<file path="src/hw/rtl/tets_pkg.sv">
// shared types and constants for the tcam edge table search block
// no dependencies; imported by the top level, which is also the only tets_ram user
package tets_pkg;

    localparam int ROWS  = 64;
    localparam int IDX_W = (ROWS > 1) ? $clog2(ROWS) : 1;
    localparam int CNT_W = 7;
    localparam int CTR_W = 32;
    localparam int MASK_W = 64;

    localparam logic [15:0] VTX_WILD = 16'hFFFF;
    localparam logic [8:0]  LAY_WILD = 9'h1FF;

    typedef enum logic [1:0] {
        OP_CLEAR      = 2'd0,
        OP_APPEND     = 2'd1,
        OP_SEARCH_DST = 2'd2,
        OP_SEARCH_VL  = 2'd3
    } op_t;

    typedef struct packed {
        logic [15:0] dst;
        logic [15:0] vertex;
        logic [8:0]  layer;
    } row_t;

    localparam int ROW_W = $bits(row_t);

    // one row compare, shared by both search kinds
    function automatic logic row_match(input op_t op, input row_t row, input row_t key);
        logic vm;
        logic lm;
        vm = (row.vertex == key.vertex) || (row.vertex == VTX_WILD);
        lm = (row.layer == key.layer) || (row.layer == LAY_WILD);
        if (op == OP_SEARCH_DST)
        begin
            return row.dst == key.dst;
        end
        return vm && lm;
    endfunction

endpackage

</file>
<file path="src/hw/rtl/tets_ram.sv">
// generic single write port, single read port ram with registered read
// no dependencies
module tets_ram #(
    parameter int WIDTH = 8,
    parameter int DEPTH = 16
) (
    input  logic                                  clk,
    input  logic                                  we,
    input  logic [((DEPTH > 1) ? $clog2(DEPTH) : 1)-1:0] waddr,
    input  logic [WIDTH-1:0]                      wdata,
    input  logic [((DEPTH > 1) ? $clog2(DEPTH) : 1)-1:0] raddr,
    output logic [WIDTH-1:0]                      rdata
);

    logic [WIDTH-1:0] mem [DEPTH];
    logic [WIDTH-1:0] rdata_reg;

    always_ff @(posedge clk)
    begin
        if (we)
        begin
            mem[waddr] <= wdata;
        end
        rdata_reg <= mem[raddr];
    end

    assign rdata = rdata_reg;

endmodule

</file>
<file path="src/hw/rtl/tcam_edge_table_search.sv">
// edge table search: a search scans the filled rows in S_SCAN, then moves to S_FINISH;
// clear, append and a search of an empty table go straight to S_FINISH. the next input
// is taken the cycle after the result is loaded into the output register; the result
// waits in S_FINISH while the output register holds a result that out_ready has not taken.
// one row compared per cycle from the row ram.
// reset empties the table and zeroes both totals; row contents are not cleared.
// depends on tets_pkg and tets_ram
module tcam_edge_table_search (
    input  logic                clk,
    input  logic                rst_n,
    input  logic                in_valid,
    output logic                in_ready,
    input  logic [1:0]          op,
    input  logic [15:0]         dest_node,
    input  logic signed [15:0]  vertex,
    input  logic signed [8:0]   layer,
    output logic                out_valid,
    input  logic                out_ready,
    output logic                status,
    output logic [5:0]          row_index,
    output logic [63:0]         hit_mask,
    output logic [6:0]          match_count,
    output logic [6:0]          rows_filled,
    output logic [31:0]         search_total,
    output logic [31:0]         hit_total
);
    import tets_pkg::*;

    typedef enum logic [2:0] {
        S_IDLE   = 3'b001,
        S_SCAN   = 3'b010,
        S_FINISH = 3'b100
    } state_t;

    state_t             state_reg, state_next;
    op_t                op_reg, op_next;
    row_t               key_reg, key_next;
    logic [IDX_W-1:0]   idx_reg, idx_next;
    logic [CNT_W-1:0]   fill_reg, fill_next;
    logic [CTR_W-1:0]   srch_ctr_reg, srch_ctr_next;
    logic [CTR_W-1:0]   hit_ctr_reg, hit_ctr_next;
    logic [MASK_W-1:0]  mask_reg, mask_next;
    logic [CNT_W-1:0]   hits_reg, hits_next;
    logic               full_reg, full_next;
    logic [5:0]         app_idx_reg, app_idx_next;

    logic               out_valid_reg, out_valid_next;
    logic               status_reg;
    logic [5:0]         row_index_reg;
    logic [63:0]        hit_mask_reg;
    logic [6:0]         match_count_reg;
    logic [6:0]         rows_filled_reg;
    logic [31:0]        search_total_reg;
    logic [31:0]        hit_total_reg;

    logic               accept;
    logic               is_full;
    logic               ram_we;
    logic [IDX_W-1:0]   ram_raddr;
    row_t               in_row;
    row_t               ram_rdata;
    logic               hit;
    logic               last_row;
    logic               out_load;

    assign in_row   = '{dst: dest_node, vertex: vertex, layer: layer};
    assign in_ready = (state_reg == S_IDLE);
    assign accept   = in_valid && in_ready;
    assign is_full  = (fill_reg >= CNT_W'(ROWS));
    assign ram_we   = accept && (op_t'(op) == OP_APPEND) && !is_full;
    // row 0 is fetched during the transfer cycle, then one row ahead of the compare
    assign ram_raddr = (state_reg == S_SCAN) ? IDX_W'(idx_reg + 1'b1) : '0;

    tets_ram #(
        .WIDTH (ROW_W),
        .DEPTH (ROWS)
    ) u_rows (
        .clk   (clk),
        .we    (ram_we),
        .waddr (IDX_W'(fill_reg)),
        .wdata (in_row),
        .raddr (ram_raddr),
        .rdata (ram_rdata)
    );

    assign hit      = row_match(op_reg, ram_rdata, key_reg);
    assign last_row = ((CNT_W'(idx_reg) + 1'b1) == fill_reg);
    assign out_load = (state_reg == S_FINISH) && (!out_valid_reg || out_ready);

    always_comb
    begin
        state_next    = state_reg;
        op_next       = op_reg;
        key_next      = key_reg;
        idx_next      = idx_reg;
        fill_next     = fill_reg;
        srch_ctr_next = srch_ctr_reg;
        hit_ctr_next  = hit_ctr_reg;
        mask_next     = mask_reg;
        hits_next     = hits_reg;
        full_next     = full_reg;
        app_idx_next  = app_idx_reg;
        unique case (state_reg)
            S_IDLE:
            begin
                if (accept)
                begin
                    op_next      = op_t'(op);
                    key_next     = in_row;
                    idx_next     = '0;
                    mask_next    = '0;
                    hits_next    = '0;
                    full_next    = 1'b0;
                    app_idx_next = '0;
                    state_next   = S_FINISH;
                    case (op_t'(op))
                        OP_CLEAR:
                        begin
                            fill_next     = '0;
                            srch_ctr_next = '0;
                            hit_ctr_next  = '0;
                        end
                        OP_APPEND:
                        begin
                            if (is_full)
                            begin
                                full_next = 1'b1;
                            end
                            else
                            begin
                                app_idx_next = 6'(fill_reg);
                                fill_next    = fill_reg + 1'b1;
                            end
                        end
                        default:
                        begin
                            if (fill_reg == '0)
                            begin
                                srch_ctr_next = srch_ctr_reg + 1'b1;
                            end
                            else
                            begin
                                state_next = S_SCAN;
                            end
                        end
                    endcase
                end
            end
            S_SCAN:
            begin
                mask_next = mask_reg | (MASK_W'(hit) << idx_reg);
                hits_next = hits_reg + CNT_W'(hit);
                idx_next  = IDX_W'(idx_reg + 1'b1);
                if (last_row)
                begin
                    srch_ctr_next = srch_ctr_reg + 1'b1;
                    hit_ctr_next  = hit_ctr_reg + CTR_W'(hits_next);
                    state_next    = S_FINISH;
                end
            end
            S_FINISH:
            begin
                if (out_load)
                begin
                    state_next = S_IDLE;
                end
            end
            default:
            begin
                state_next = S_IDLE;
            end
        endcase
    end

    always_comb
    begin
        out_valid_next = out_valid_reg;
        if (out_load)
        begin
            out_valid_next = 1'b1;
        end
        else if (out_ready)
        begin
            out_valid_next = 1'b0;
        end
    end

    always_ff @(posedge clk or negedge rst_n)
    begin
        if (!rst_n)
        begin
            state_reg     <= S_IDLE;
            fill_reg      <= '0;
            srch_ctr_reg  <= '0;
            hit_ctr_reg   <= '0;
            out_valid_reg <= 1'b0;
        end
        else
        begin
            state_reg     <= state_next;
            fill_reg      <= fill_next;
            srch_ctr_reg  <= srch_ctr_next;
            hit_ctr_reg   <= hit_ctr_next;
            out_valid_reg <= out_valid_next;
        end
    end

    always_ff @(posedge clk)
    begin
        op_reg      <= op_next;
        key_reg     <= key_next;
        idx_reg     <= idx_next;
        mask_reg    <= mask_next;
        hits_reg    <= hits_next;
        full_reg    <= full_next;
        app_idx_reg <= app_idx_next;
        if (out_load)
        begin
            status_reg       <= full_reg;
            row_index_reg    <= app_idx_reg;
            hit_mask_reg     <= mask_reg;
            match_count_reg  <= hits_reg;
            rows_filled_reg  <= fill_reg;
            search_total_reg <= srch_ctr_reg;
            hit_total_reg    <= hit_ctr_reg;
        end
    end

    assign out_valid    = out_valid_reg;
    assign status       = status_reg;
    assign row_index    = row_index_reg;
    assign hit_mask     = hit_mask_reg;
    assign match_count  = match_count_reg;
    assign rows_filled  = rows_filled_reg;
    assign search_total = search_total_reg;
    assign hit_total    = hit_total_reg;

    a_fill_bound: assert property (@(posedge clk) disable iff (!rst_n)
        fill_reg <= CNT_W'(ROWS))
        else $error("fill count above table depth");

    a_scan_in_range: assert property (@(posedge clk) disable iff (!rst_n)
        (state_reg == S_SCAN) |-> (CNT_W'(idx_reg) < fill_reg))
        else $error("scan index past filled rows");

    a_hits_bound: assert property (@(posedge clk) disable iff (!rst_n)
        (state_reg == S_SCAN) |-> (hits_reg <= CNT_W'(idx_reg)))
        else $error("hit count exceeds rows compared");

    a_mask_count: assert property (@(posedge clk) disable iff (!rst_n)
        (state_reg == S_FINISH) |-> ($countones(mask_reg) == 32'(hits_reg)))
        else $error("hit mask and hit count disagree");

    a_no_write_full: assert property (@(posedge clk) disable iff (!rst_n)
        (accept && (op_t'(op) == OP_APPEND) && is_full) |=> full_reg)
        else $error("append to full table not flagged");

endmodule
</file>
<file path="config.mk">
export PLATFORM = sky130hd
export DESIGN_NAME = tcam_edge_table_search
export DESIGN_NICKNAME = d
export VERILOG_FILES = /design/src/hw/rtl/tets_pkg.sv /design/src/hw/rtl/tets_ram.sv /design/src/hw/rtl/tcam_edge_table_search.sv
export SDC_FILE = /design/constraint.sdc
export NUM_CORES = 2
export LEC_CHECK = 0
export BUFFER_PORTS_ARGS = -buffer_cell sky130_fd_sc_hd__buf_2
export CORE_UTILIZATION = 50
export DETAILED_ROUTE_END_ITERATION = 10
export GPL_ROUTABILITY_DRIVEN = 1
export GPL_TIMING_DRIVEN = 1
export HOLD_SLACK_MARGIN = 0.12
export PLACE_DENSITY_LB_ADDON = 0.1
export SLEW_MARGIN = 20
export SYNTH_ARGS = -nofsm -noshare
export SYNTH_HDL_FRONTEND = slang
export SYNTH_HIERARCHICAL = 1
export SYNTH_SLANG_ARGS = --single-unit
</file>
<file path="constraint.sdc">
create_clock -name clk -period 6.8 [get_ports clk]
set_input_delay 0.68 -clock clk [delete_from_list [all_inputs] [get_ports clk]]
set_output_delay 0.68 -clock clk [all_outputs]
set_load 0.03 [all_outputs]
</file>
Word level (Yosys, flattened, before mapping)
Memory sizes are Yosys's and may differ from the RTL's. A register that Yosys moved wholly into a read port is not among the register bits.
Index checks and enable logic that the tools add are counted.
{"block": "totals", "out_inout_bits": 151, "register_bits": 351, "mem_bits_rw": 2624, "input_bits": 47, "elab_cells": 105, "mem_count": 1}
{"block": "op_classes", "n_mux": 32, "shifts": 1, "addsub": 6, "reduce_logical": 23, "eq_ne": 18, "n_lt_le_gt_ge": 1, "bitwise": 2}
{"name": "u_rows.mem", "words": 64, "width": 41, "rd": 1, "rd_clocked_by_memory_dff": 1, "write_ports": 1, "line": "tets_ram.sv:15", "rtl": "logic [WIDTH-1:0] mem [DEPTH];"}
{"op": "32-bit 2-to-1 mux", "count": 6}
{"op": "32-bit one-hot mux with 2 select lines", "count": 3}
{"op": "64-bit one-hot mux with 2 select lines", "count": 1}
{"op": "64-bit 2-to-1 mux", "count": 1}
{"op": "64-bit bitwise OR", "count": 1}
{"op": "1-bit by 6-bit << shifter with 64-bit output", "count": 1}
{"op": "32-bit by 1-bit adder with 32-bit output, second input constant", "count": 1}
{"op": "32-bit by 7-bit adder with 32-bit output", "count": 1}
{"op": "16-bit equality test", "count": 2}
{"op": "7-bit one-hot mux with 2 select lines", "count": 2}
{"op": "16-bit equality test, second input constant", "count": 1}
{"op": "3-bit 2-to-1 mux", "count": 5}
{"op": "7-bit 2-to-1 mux", "count": 2}
{"op": "6-bit 2-to-1 mux", "count": 2}
{"op": "6-bit one-hot mux with 2 select lines", "count": 1}
{"op": "9-bit equality test", "count": 1}
{"op": "9-bit equality test, second input constant", "count": 1}
{"op": "3-bit one-hot mux with 3 select lines", "count": 1}
{"op": "1-bit 2-to-1 mux", "count": 8}
{"op": "2-bit != test, second input constant", "count": 4}
{"op": "4-bit AND reduction", "count": 2}
{"op": "6-bit by 1-bit adder with 7-bit output, second input constant", "count": 1}
{"op": "7-bit by 1-bit adder with 7-bit output", "count": 1}
{"op": "7-bit by 1-bit adder with 7-bit output, second input constant", "count": 1}
{"op": "other kinds (21)", "count": 33}

Logic depth before layout (Yosys ltp)
{"block": "logic_depth", "depth_word": 8, "mapped_depth": 19, "mapped_depth_nobuf": 17}

Hierarchy
Netlist, hierarchy kept.
{"module": "tets_ram", "seq_area_each_um2": 79616.4, "n_inst": 1, "area_per_inst_um2": 100108.5, "cells_each": 4226}
{"module": "tcam_edge_table_search", "seq_area_each_um2": 10166.0, "n_inst": 1, "area_per_inst_um2": 14361.3, "cells_each": 1044}

Least setup slack after synthesis
OpenSTA, ideal clock, no wires.
{"block": "synth_timing", "path_type": "register to register", "startpoint": "register state_reg[0]", "endpoint": "memory u_rows/mem[49][0] in the netlist's numbering, enable pin", "required_time_ps": 6310, "slack_ps": 1253, "path_buffers": 0, "period_less_slack_ps": 5547, "path_stages_with_launch": 6, "setup_ps": 490, "t_arrival_ps": 5057, "cell_sequence": "dfstp_2 -> nor3b_1 -> and3_1 -> nor2b_1 -> nand4_1 -> nor3_1"}
{"block": "synth_between", "elab_chain_len": 6}
{"item": "from (decl)", "line": "tcam_edge_table_search.sv:35", "rtl": "state_t state_reg, state_next;"}
{"item": "from (signal assigned)", "line": "tcam_edge_table_search.sv:200", "rtl": "state_reg <= state_next;"}
{"item": "3-bit by 1-bit equality test with 1-bit output", "line": "tcam_edge_table_search.sv:67", "rtl": "assign in_ready = (state_reg == S_IDLE);"}
{"item": "net in_ready", "line": "tcam_edge_table_search.sv:12", "rtl": "output logic in_ready,"}
{"item": "1-bit logical AND", "line": "tcam_edge_table_search.sv:68", "rtl": "assign accept = in_valid && in_ready;"}
{"item": "1-bit logical AND (2 in series)", "line": "tcam_edge_table_search.sv:70", "rtl": "assign ram_we = accept && (op_t'(op) == OP_APPEND) && !is_full;"}
{"item": "net ram_we", "line": "tcam_edge_table_search.sv:58", "rtl": "logic ram_we;"}
{"item": "1-bit 2-to-1 mux", "line": "tets_ram.sv:20", "rtl": "if (we)"}
{"item": "1-bit 2-to-1 mux (implied by the code)", "line": "tets_ram.sv:22", "rtl": "mem[waddr] <= wdata;"}
{"item": "to (decl)", "line": "tets_ram.sv:15"}
The timed path passes the listed nets, and every way through them passes these cells.

Worst setup path in the final report
{"block": "layout_timing", "startpoint": "register key_reg[39] in the netlist's numbering", "endpoint": "register hit_ctr_reg[26]"}
{"block": "layout_between", "elab_chain_len": 7}
{"item": "from (decl)", "line": "tcam_edge_table_search.sv:37", "rtl": "row_t key_reg, key_next;"}
{"item": "from (signal assigned)", "line": "tcam_edge_table_search.sv:211", "rtl": "key_reg <= key_next;"}
{"item": "16-bit equality test", "line": "tets_pkg.sv:37", "rtl": "return row.dst == key.dst;"}
{"item": "1-bit 2-to-1 mux", "line": "tets_pkg.sv:35", "rtl": "if (op == OP_SEARCH_DST)"}
{"item": "1-bit 2-to-1 mux", "line": "tets_pkg.sv:39", "rtl": "return vm && lm;"}
{"item": "7-bit by 1-bit adder with 7-bit output", "line": "tcam_edge_table_search.sv:152", "rtl": "hits_next = hits_reg + CNT_W'(hit);"}
{"item": "32-bit by 7-bit adder with 32-bit output", "line": "tcam_edge_table_search.sv:157", "rtl": "hit_ctr_next = hit_ctr_reg + CTR_W'(hits_next);"}
{"item": "32-bit 2-to-1 mux", "line": "tcam_edge_table_search.sv:154", "rtl": "if (last_row)"}
{"item": "32-bit one-hot mux with 2 select lines", "line": "tcam_edge_table_search.sv:103", "rtl": "unique case (state_reg)"}
{"item": "to (signal assigned)", "line": "tcam_edge_table_search.sv:203", "rtl": "hit_ctr_reg <= hit_ctr_next;"}
{"item": "to (decl)", "line": "tcam_edge_table_search.sv:41", "rtl": "logic [CTR_W-1:0] hit_ctr_reg, hit_ctr_next;"}
Every way passes these cells. The select of a mux whose other input is x is not followed.
A chain may end at the register's enable or synchronous reset.

==> impl_metrics.env <==
export IMPL_grt_use_total_pct=25.8
export IMPL_r2r_end="hit_ctr_reg[26]"
export IMPL_synth_nets=5334
export IMPL_post_dp_hpwl_mm=170
export IMPL_post_route_period_util_pct=76.1
export IMPL_start_util_pct=50.3
export IMPL_layout_drive_gt1_share_pct=27.3
export IMPL_cts_clk_slew_worst_paths_ns=0.06
export IMPL_clk_path_buf_depth=4
export IMPL_numClockSinks=3016
export IMPL_r2r_slack_ns=1.63
export IMPL_pwr_share_comb_pct=8.4
export IMPL_slew_violations=0
export IMPL_yosysWarnings=6
export IMPL_r2r_worst_path_cells=16
export IMPL_setup_violations=0
export IMPL_yosys_area_top_type="edfxtp_1"
export IMPL_p_clk_share_pct=40.1
export IMPL_cpPeakStageDelay_ns=0.77
export IMPL_ctsHtreeMaxLevel=5
export IMPL_synthSimpleGateAreaFrac_pct=2.29
export IMPL_die_h_um=480
export IMPL_leakage_nw=40.6
export IMPL_syn_area_per_cell_um2=21.7
export IMPL_antenna_found_initial=22
export IMPL_cts_root_buf="clkbuf_16"
export IMPL_drcViolationCount=0
export IMPL_die_w_um=480
export IMPL_largest_reg_flops=2624
export IMPL_final_common_cell="edfxtp_1"
export IMPL_start_kind="flop"
export IMPL_worstHoldStart="in_valid"
export IMPL_io_pin_count=198
export IMPL_tns_ns=0
export IMPL_holdPathStages=4
export IMPL_fin_crit_ns=5.17
export IMPL_rsz0062_at_grt="no"
export IMPL_ir_worst_vdd_v=0.000275
export IMPL_avgViaCountPerCell=6.31
export IMPL_dr_pass1_iters=6
export IMPL_crit_type="reg -> reg"
export IMPL_synthTopCellsByArea="edfxtp_1 76%, mux4_2 13%, dfrtp_1 1.6%"
export IMPL_synth_edf_count=2900
export IMPL_p_per_area_mw_per_mm2=320
export IMPL_crit_arrival_ns=5.97
export IMPL_synth_fa_ha_area_share_pct=0.192
export IMPL_core_mm2=0.227
export IMPL_path_max_fanout=9
export IMPL_crit_chain="xor2_1 > nor4_1 > nand4_1 > or3_1 > o21ai_4 > ha_1 > nand3_1 > xnor2_1 > ha_1 > a21oi_1 > o21ai_0 > a31o_2 > a21oi_1 > a211oi_2 > and3b_1 > o21a_1"
export IMPL_synth_compound_area_share_pct=3.53
export IMPL_port_buffers=197
export IMPL_drt_total_wl_mm=295
export IMPL_swShare_pct=23.1
export IMPL_hp_class="in -> reg"
export IMPL_hold_end="state_reg[2]"
export IMPL_grt_pass1_wl_mm=422
export IMPL_ant_nets=0
export IMPL_synth_top_family_by_area="multiplexers"
export IMPL_async_flop_share_pct=2.49
export IMPL_globalRouteOverflowTotal=0
export IMPL_fin_hold_ws_ns=0.206
export IMPL_gp_routability_congestion=0.823
export IMPL_grt_max_degree=79
export IMPL_endpoint_kind="flop"
export IMPL_worst_slew_pin_slew_ns=1.28
export IMPL_syn2layout_area_growth_pct=14.0
export IMPL_internal_power_mw=32.1
export IMPL_yosysSeqAreaShare_pct=78.4
export IMPL_hold_viol=0
export IMPL_syn_inst=5270
export IMPL_num_nets_final=5813
export IMPL_slew_limit_headroom_pct=14.9
export IMPL_wl_per_cell_um=32.8
export IMPL_num_vias=56800
export IMPL_dieArea_mm2=0.231
export IMPL_syn_area_mm2=0.114
export IMPL_synth_top_area_share_pct=76.1
export IMPL_placementRows=175
export IMPL_critPathRequiredTime_ns=7.59
export IMPL_clk_latency_ns=0.94
export IMPL_ys_ff_latch=3016
export IMPL_layout_common_cells="2900 x edfxtp_1, 654 x mux4_2, 333 x clkbuf_16"
export IMPL_cpMaxStageDelayCell="a21oi_1"
export IMPL_r2r_start="key_reg[39]"
export IMPL_synth_ff_type="edfxtp_1"
export IMPL_clock_fmax_mhz=193
export IMPL_post_cts_buffers=0
export IMPL_status="complete, no violations"
export IMPL_yosys_cell_types_count=77
export IMPL_cts_tree="built"
export IMPL_switchingPower_mw=9.66
export IMPL_cts_buffers_inserted=325
export IMPL_first_global_vias=57000
export IMPL_seqPwrFrac_pct=51.5
export IMPL_drt_initial_drc_count=6632
export IMPL_synthMuxAreaShare_pct=13.3
export IMPL_synth_xor_area_share_pct=0.842
export IMPL_clock_skew_ns=0.0425
export IMPL_drv_cap=0
metal layers:
layer | wire length (um) | GRT usage [%] | up-vias
met5 | 11 | 0 | -
met4 | 7300 | 6.70 | 2
met3 | 21800 | 4.19 | 437
met2 | 142000 | 41.0 | 2378
met1 | 124000 | 37.5 | 30800
li1 | - | - | 23200
through the flow:
step	utilization, %	area (um2)	power (mW)	setup slack (ns)	instances
floorplan	-	114000	23.9	1.25	5270
global placement	52.9	120000	25.4	1.77	8423
detailed placement	52.9	120000	25.4	1.71	8426
CTS	57.3	130000	42.1	1.67	8994
global route	57.3	130000	43.0	1.46	8996
finish	57.3	130000	41.7	1.63	9003
timing repair:
action                                 CTS  global route
hold buffers                             4             0
resized for setup                        0             0
endpoints found under the hold margin   95             0
worst max path at each step:
stage / slack (ns) / endpoint / depth (start not counted) / startpoint
after floorplan: 1.25 / u_rows/mem[49][0] / 5 / state_reg[0]
after global placement: 1.77 / hit_ctr_reg[26] / 16 / key_reg[39]
after detailed placement: 1.71 / hit_ctr_reg[26] / 16 / key_reg[39]
after CTS: 1.67 / hit_ctr_reg[26] / 16 / key_reg[39]
after global routing: 1.46 / hit_ctr_reg[26] / 16 / key_reg[30]
final: 1.63 / hit_ctr_reg[26] / 16 / key_reg[39]
logic make-up (layout without fill, tap and decap cells):
kind of cell | count (synthesis) | count (layout)
other | 0 | 8
AND/OR/NAND/NOR | 548 | 548
multiplexers | 703 | 703
adder cells (fa/ha/maj) | 17 | 17
XOR/XNOR | 106 | 106
buffers and inverters | 307 | 1023
flip-flops | 3016 | 3016
AO/OA/AOI/OAI | 573 | 573
area by class of cell:
type	count	area [um2]
tap	3009	3760
antenna	8	20.0
sequential	3016	89800
clock buffer	401	8640
clock inverter	163	1310
timing repair buffer	441	3190
inverter	18	67.6
fill	16800	97000
multi-input combinational	1947	23700
Yosys cell counts, drive strengths merged (12+ instances only):
library cell  count
edfxtp         2900
mux4            654
nor2            220
buf             174
clkbuf          115
nand2           102
o22ai            94
a21oi            90
dfrtp            74
a221oi           72
o21ai            72
a22o             70
xor2             57
xnor2            47
a22oi            45
mux2i            44
dfxtp            41
nor3             41
nand3            32
a31oi            28
and2             27
o221ai           26
nand4            21
inv              18
or3              18
nor2b            17
ha               16
nand2b           15
o211ai           14
o2111ai          13
a211oi           12
and3             12
power groups by stage:
stage	clock network (mW)	registers, mW	logic [mW]
2_1_floorplan	0	22.0	1.91
3_3_place_gp	0	21.9	3.50
3_5_place_dp	0	21.9	3.52
4_1_cts	17.0	21.5	3.54
5_1_grt	17.7	21.5	3.73
6_report	16.8	21.5	3.51
critical path: cells and delay by family (launching register included):
| family | cells | cell delay [ns] |
|---|---|---|
| adders and majority gates | 2 | 0.56 |
| and+or+nand+nor | 5 | 1.75 |
| xor gates and xnor gates | 2 | 0.42 |
| DFF | 1 | 0.38 |
| AOI/OAI and AO/OA | 7 | 1.93 |
Note: power is estimated with default switching activity, not from simulation.
